File: config.mk
export PLATFORM = sky130hd
export DESIGN_NAME = character_buffer_sort_engine_top
export DESIGN_NICKNAME = d
export VERILOG_FILES = /design/src/rtl/core/cbse_pkg.sv /design/src/rtl/core/character_buffer_sort_engine_top.sv
export SDC_FILE = /design/constraint.sdc
export NUM_CORES = 1
export LEC_CHECK = 0
export BUFFER_PORTS_ARGS = -buffer_cell sky130_fd_sc_hd__buf_2
export CAP_MARGIN = 5
export CORE_ASPECT_RATIO = 1.4
export CORE_MARGIN = 1
export CORE_UTILIZATION = 35
export CTS_CLUSTER_SIZE = 28
export DETAILED_ROUTE_END_ITERATION = 10
export PLACE_DENSITY = 0.56
export SETUP_SLACK_MARGIN = 0.3
export SLEW_MARGIN = 0
export SYNTH_ARGS = -nofsm -noshare
export SYNTH_HDL_FRONTEND = slang
export SYNTH_SLANG_ARGS = --single-unit
File: constraint.sdc
create_clock -name clk_i -period 4.9 [get_ports clk_i]
set_clock_uncertainty 0.05 [all_clocks]
set_input_delay 0 -clock clk_i [delete_from_list [all_inputs] [get_ports clk_i]]
set_output_delay 0 -clock clk_i [all_outputs]
set_load 0.005 [all_outputs]
File: src/rtl/core/cbse_pkg.sv
// Package for the character buffer sort engine: sizes, operation codes
// and the request/result payload structs. No dependencies.
package cbse_pkg;
  localparam int unsigned MaxLen = 64;
  localparam int unsigned IdxW = $clog2(MaxLen);
  localparam int unsigned LenW = $clog2(MaxLen + 1);

  typedef enum logic [2:0] {
    FuncClear   = 3'd0,
    FuncAppend  = 3'd1,
    FuncSort    = 3'd2,
    FuncReverse = 3'd3,
    FuncCount   = 3'd4,
    FuncRemove  = 3'd5,
    FuncRead    = 3'd6,
    FuncNone    = 3'd7
  } func_e;

  typedef struct packed {
    logic [2:0] func;
    logic [7:0] char_in;
  } req_t;

  typedef struct packed {
    logic [7:0] data_char;
    logic       has_char;
    logic [6:0] match_count;
    logic       last;
    logic       status;
  } rsp_t;
endpackage

File: src/rtl/core/character_buffer_sort_engine_top.sv
// Character buffer sort engine: 64-byte word store, one registered read port and
// one compare unit stepped by a sequencer. Depends on cbse_pkg.
// Clear and append answer on acceptance; count and remove scan the word once;
// reverse swaps pairs from both ends; sort does one store read per compare;
// read out gives one character per result and waits for each to be taken.
// One request at a time; reset (async, active low) empties the word only.
module character_buffer_sort_engine_top
  import cbse_pkg::*;
(
  input  logic clk_i,
  input  logic rst_ni,
  input  logic in_valid_i,
  output logic in_ready_o,
  input  req_t in_req_i,
  output logic out_valid_o,
  input  logic out_ready_i,
  output rsp_t out_rsp_o
);
  typedef enum logic [3:0] {
    StIdle, StRd, StUse, StSwA, StSwB, StOut, StWait
  } state_e;

  state_e       state_q;
  func_e        func_q;
  logic [7:0]   ch_q;
  logic [LenW-1:0] len_q, i_q, j_q, k_q, n_q, lo_q;
  logic [7:0]   min_q, a_q, mem_rd_q;
  logic [IdxW-1:0] rd_addr;
  logic [7:0]   mem_q [MaxLen];
  logic         we;
  logic [IdxW-1:0] wa;
  logic [7:0]   wd;
  logic         phase_q;
  rsp_t         acc_rsp;

  assign in_ready_o = (state_q == StIdle) && !out_valid_o;

  // Single store with one write and one registered read port.
  always_ff @(posedge clk_i) begin
    if (we) mem_q[wa] <= wd;
    mem_rd_q <= mem_q[rd_addr];
  end

  // Read address: sort scans j, the first swap state uses lo; reverse uses i/k; others j.
  always_comb begin
    rd_addr = j_q[IdxW-1:0];
    if (state_q == StSwA) rd_addr = lo_q[IdxW-1:0];
    if (func_q == FuncReverse && state_q == StRd)
      rd_addr = phase_q ? k_q[IdxW-1:0] : i_q[IdxW-1:0];
  end

  // Result taken on acceptance: length after the request, or status on a full append.
  always_comb begin
    acc_rsp = '{data_char: 8'd0, has_char: 1'b0,
                match_count: 7'(len_q), last: 1'b1, status: 1'b0};
    case (func_e'(in_req_i.func))
      FuncClear: acc_rsp.match_count = '0;
      FuncAppend: begin
        if (len_q < LenW'(MaxLen)) acc_rsp.match_count = 7'(len_q + 1'b1);
        else acc_rsp.status = 1'b1;
      end
      default: ;
    endcase
  end

  always_comb begin
    we = 1'b0; wa = '0; wd = '0;
    case (state_q)
      StIdle: begin
        if (in_valid_i && in_ready_o && in_req_i.func == FuncAppend &&
            len_q < LenW'(MaxLen)) begin
          we = 1'b1; wa = len_q[IdxW-1:0]; wd = in_req_i.char_in;
        end
      end
      StUse: begin
        if (func_q == FuncRemove && mem_rd_q != ch_q) begin
          we = 1'b1; wa = k_q[IdxW-1:0]; wd = mem_rd_q;
        end
        if (func_q == FuncReverse && phase_q) begin
          we = 1'b1; wa = i_q[IdxW-1:0]; wd = mem_rd_q;
        end
      end
      StSwA: begin we = 1'b1; wa = lo_q[IdxW-1:0]; wd = a_q; end
      StSwB: begin
        if (func_q == FuncSort) begin
          we = 1'b1; wa = i_q[IdxW-1:0]; wd = min_q;
        end
      end
      default: ;
    endcase
  end

  always_ff @(posedge clk_i or negedge rst_ni) begin
    if (!rst_ni) begin
      state_q <= StIdle; len_q <= '0; out_valid_o <= 1'b0;
      func_q <= FuncNone; phase_q <= 1'b0; ch_q <= '0;
      i_q <= '0; j_q <= '0; k_q <= '0; n_q <= '0; lo_q <= '0;
      min_q <= '0; a_q <= '0; out_rsp_o <= '0;
    end else begin
      if (out_valid_o && out_ready_i) out_valid_o <= 1'b0;
      case (state_q)
        StIdle: begin
          if (in_valid_i && in_ready_o) begin
            func_q <= func_e'(in_req_i.func);
            ch_q <= in_req_i.char_in;
            i_q <= '0; j_q <= '0; k_q <= '0; n_q <= '0; phase_q <= 1'b0;
            out_rsp_o <= acc_rsp;
            case (func_e'(in_req_i.func))
              FuncClear: begin
                len_q <= '0; out_valid_o <= 1'b1;
              end
              FuncAppend: begin
                if (len_q < LenW'(MaxLen)) len_q <= len_q + 1'b1;
                out_valid_o <= 1'b1;
              end
              FuncSort: begin
                // Start pass i=0: first compare reads j=i.
                if (len_q == '0) out_valid_o <= 1'b1; else state_q <= StRd;
              end
              FuncReverse: begin
                k_q <= len_q - 1'b1;
                if (len_q < LenW'(2)) out_valid_o <= 1'b1; else state_q <= StRd;
              end
              FuncCount, FuncRemove, FuncRead: begin
                if (len_q == '0) out_valid_o <= 1'b1;
                else state_q <= StRd;
              end
              default: ;
            endcase
          end
        end
        StRd: state_q <= StUse;  // registered read lands next cycle
        StUse: begin
          state_q <= StRd;
          case (func_q)
            FuncSort: begin
              if (j_q == i_q || mem_rd_q < min_q) begin
                min_q <= mem_rd_q; lo_q <= j_q;
              end
              if (j_q == i_q) a_q <= mem_rd_q;
              if (j_q + 1'b1 == len_q) state_q <= StSwA;
              else j_q <= j_q + 1'b1;
            end
            FuncReverse: begin
              // Phase 0 holds store[i]; phase 1 writes store[k] to i, then k<-held.
              if (!phase_q) begin a_q <= mem_rd_q; phase_q <= 1'b1; end
              else begin
                lo_q <= k_q; phase_q <= 1'b0;
                state_q <= StSwA;
              end
            end
            FuncCount, FuncRemove: begin
              if (mem_rd_q == ch_q) n_q <= n_q + 1'b1;
              else k_q <= k_q + 1'b1;
              if (j_q + 1'b1 == len_q) begin
                state_q <= StOut;
              end else j_q <= j_q + 1'b1;
            end
            FuncRead: begin
              out_rsp_o <= '{data_char: mem_rd_q, has_char: 1'b1,
                             match_count: 7'(len_q),
                             last: (j_q + 1'b1 == len_q), status: 1'b0};
              out_valid_o <= 1'b1;
              state_q <= StWait;
            end
            default: state_q <= StIdle;
          endcase
        end
        StSwA: begin
          // Sort: store[lo] <- old store[i]; reverse: store[k] <- old store[i].
          state_q <= StSwB;
        end
        StSwB: begin
          if (func_q == FuncReverse) begin
            // Advance the pair; stop once the indices meet or cross.
            if (i_q + 1'b1 >= k_q - 1'b1 || i_q + 1'b1 >= k_q) begin
              out_valid_o <= 1'b1; state_q <= StIdle;
            end else state_q <= StRd;
            i_q <= i_q + 1'b1; k_q <= k_q - 1'b1;
          end else begin
            if (i_q + 1'b1 >= len_q) begin
              out_valid_o <= 1'b1; state_q <= StIdle;
            end else begin
              i_q <= i_q + 1'b1; j_q <= i_q + 1'b1; state_q <= StRd;
            end
          end
        end
        StOut: begin
          out_rsp_o.match_count <= 7'(n_q);
          if (func_q == FuncRemove) len_q <= k_q;
          out_valid_o <= 1'b1; state_q <= StIdle;
        end
        StWait: begin
          if (out_valid_o && out_ready_i) begin
            if (j_q + 1'b1 == len_q) state_q <= StIdle;
            else begin j_q <= j_q + 1'b1; state_q <= StRd; end
          end
        end
        default: state_q <= StIdle;
      endcase
    end
  end

  assert property (@(posedge clk_i) disable iff (!rst_ni)
    out_valid_o |-> !in_ready_o)
    else $error("request taken while a result waits");
  assert property (@(posedge clk_i) disable iff (!rst_ni)
    len_q <= LenW'(MaxLen))
    else $error("length beyond store");
  assert property (@(posedge clk_i) disable iff (!rst_ni)
    (out_valid_o && !out_ready_i) |=> $stable(out_rsp_o))
    else $error("result changed while stalled");
endmodule
==> metrics.csv <==
metric,value,unit
Hold Path Class,in -> reg,
Fmax achieved,0.218,GHz
"Arr. time, crit path",4.98,ns
number of global-route vias before repair,17200,
syn avg cell area,13.5,um^2
crit-path max FO,23,
CP max stage cell,nor3_1,
CTS tree,built,
leak pwr,0.0107,uW
status,finished clean,
crit-path max cell delay,1.10,ns
"EDFF count, synth",512,
Final Cell Area,0.0305,mm^2
Worst Path Buf+Inv,1,
largest net degree at the start of global routing,78,
hold slack,0.0441,ns
most frequent cells in the layout,"edfxtp_1, nand2_1, nor2_1, buf_4, nand3_1",
Core ar.,0.0752,mm^2
die outline width,235,um
register area share after synthesis,0.671,
syn nets,2014,
Routed WL,73400,um
MaxCap Viol Count,0,
CTS Buf Count,58,
async set or reset register ratio after synthesis,0.149,
initial antenna violation count,1,
layout cells sized above 1,0.163,
final period utilization,0.937,
fill count,6932,
"commonest non-fill, non-tap cell in the layout",edfxtp_1,
Root Driver,clkbuf_16,
Slew @ Worst Pin,1.40,ns
H-tree levels,2,
Nets,2116,
initial DRC count,1551,
Cells after DPL,2960,
Clock Tree Buf Depth,3,
critical path cell sequence,and4bb_1 -> nand2_1 -> a21bo_4 -> buf_4 -> mux4_2 -> a22o_1 -> nor3_1 -> nor4_1,
Pwr Density,564,mW/mm^2
"Hold Vio Cnt, Final",0,
synthesis-to-layout area growth,14.7,%
max-slew violation count,0,
port bufs,34,
routed vias,16900,
worst reg2reg setup slack,0.31,ns
Final Non-Filler Cells,3085,
"flops & latches, synth",611,
normalized max-slew margin,0.0603,
Peak supply drop,0.436,mV
placed instance area,0.0283,mm^2
Synth Instances,1964,
Yosys cell types,76,
DR DRC count,0,
Row Count,119,
min Tclk post-route,4.59,ns
Post-synth top flop,edfxtp_1,
clock-pin slew on the worst setup and hold paths,0.07,ns
Overflow after GRT,0,
CP top delay family,simple AND/OR/NAND/NOR gates,
setup_tns,0,ns
total die area,0.0770,mm^2
drt pass-1 iters,5,
Ys Warns,0,
WP data required,5.29,ns
Post-Synthesis Cell Area,0.0266,mm^2
CP endpoint kind,flop,
first-pass GRT wire length,111000,um
HPWL after DPL,49600,um
WL per Instance,23.8,um
I/O pins,35,
routability cong.,0.908,
gr usage total,0.191,
Clock Sinks,611,
vias per std cell,5.47,
post-cts sizing count,0,
CP startpoint kind,flop,
final setup vio count,0,
DIE HEIGHT,328,um
Initial Util,0.353,
Critical Setup Path Class,reg -> reg,
Skew-Pair Late Insertion Delay,0.64,ns
Final ANT Viol Nets,0,
unrepaired setup endpoints after global routing,no,
==> stage by stage <==
stage	worst slack, ns	total power [uW]	util
2_1_floorplan	1.78	10600	-
3_3_place_gp	0.538	12500	0.377
3_5_place_dp	0.499	12600	0.377
4_1_cts	0.474	17300	0.405
5_1_grt	0.304	18000	0.405
6_report	0.310	17200	0.405
==> timing repair <==
action,4_1_cts,5_1_grt
setup buffers,0,0
setup endpoints to repair,0,0
hold buffers,14,0
hold endpoints to repair,109,0
==> power by group <==
part           total [uW]  internal (uW)  switching (uW)
sequential           6530           6120             412
clock                4700           2700            2000
combinational        5950           2240            3710
==> cell families after synthesis <==
kind of cell / Yosys count / share of synthesized area
adder cells (fa/ha/maj): 35 / 0.0165
buffers and inverters: 152 / 0.0267
multiplexers: 116 / 0.0650
XOR/XNOR: 47 / 0.0165
AND/OR/NAND/NOR: 659 / 0.112
flip-flops: 611 / 0.671
AO/OA/AOI/OAI: 344 / 0.0925
==> registers in the layout, summed over array words and instances (netlist names), 8 cells and up <==
signal / cells
mem_q: 512
out_rsp_o: 18
a_q: 8
ch_q: 8
mem_rd_q: 8
min_q: 8
==> path summary, 6_finish.rpt <==
| kind | depth (start not counted) | start | end |
|---|---|---|---|
| worst max-delay path | 8 | state_q[2] | mem_rd_q[3] |
| worst min register to register | 2 | out_rsp_o[0] | out_rsp_o[0] |
| worst min-delay path | 6 | in_valid_i | func_q[0] |
| worst max register to register | 8 | state_q[2] | mem_rd_q[3] |
| max in group asynchronous | 3 | rst_ni | k_q[2] |
| min in group asynchronous | 3 | rst_ni | out_rsp_o[5] |
==> worst reg2reg max path: cells and delay by family (launching register included) <==
family | cells | cell delay [ns]
mux | 1 | 0.53
simple gates | 4 | 2.05
buf+inv | 1 | 0.35
flops | 1 | 0.74
compound gates | 2 | 0.67
==> cell type report <==
cell class | count | area, um^2 | share of cell area
antenna | 1 | 2.50 | 0.0000821
clock buffer | 74 | 1650 | 0.0540
clock inverter | 36 | 370 | 0.0122
inverter | 33 | 124 | 0.00406
multi-input combinational | 1201 | 8110 | 0.266
sequential | 611 | 17800 | 0.585
tap | 968 | 1210 | 0.0397
timing repair buffer | 161 | 1200 | 0.0393
==> cells in the mapped netlist (11+ instances only) <==
cell type / n / share of area
edfxtp_1: 512 / 0.58
nand2_1: 264 / 0.037
nor2_1: 138 / 0.019
nand3_1: 90 / 0.017
dfrtp_1: 88 / 0.083
nor3_1: 66 / 0.012
clkbuf_1: 64 / 0.0090
a21oi_1: 50 / 0.0094
o21ai_0: 48 / 0.0090
mux4_2: 42 / 0.036
mux2i_1: 41 / 0.015
a22o_1: 37 / 0.012
ha_1: 35 / 0.016
mux2_2: 33 / 0.014
inv_1: 30 / 0.0042
nand4_1: 30 / 0.0071
o22ai_1: 29 / 0.0068
a31oi_1: 26 / 0.0061
buf_2: 26 / 0.0049
xor2_1: 23 / 0.0076
xnor2_1: 22 / 0.0073
o221ai_1: 21 / 0.0069
o22a_1: 21 / 0.0069
o2bb2ai_1: 21 / 0.0069
a222oi_1: 12 / 0.0045
o21a_1: 12 / 0.0034
buf_1: 11 / 0.0016
==> layer usage <==
| metal | global-route usage | routed length, um | up-vias |
|---|---|---|---|
| met3 | 0.0226 | 3300 | 131 |
| met1 | 0.229 | 28800 | 8527 |
| met2 | 0.344 | 38100 | 513 |
| met5 | 0 | 19 | - |
| met4 | 0.0825 | 3110 | 2 |
| li1 | - | - | 7712 |
Note: power is estimated with default switching activity, not from simulation.
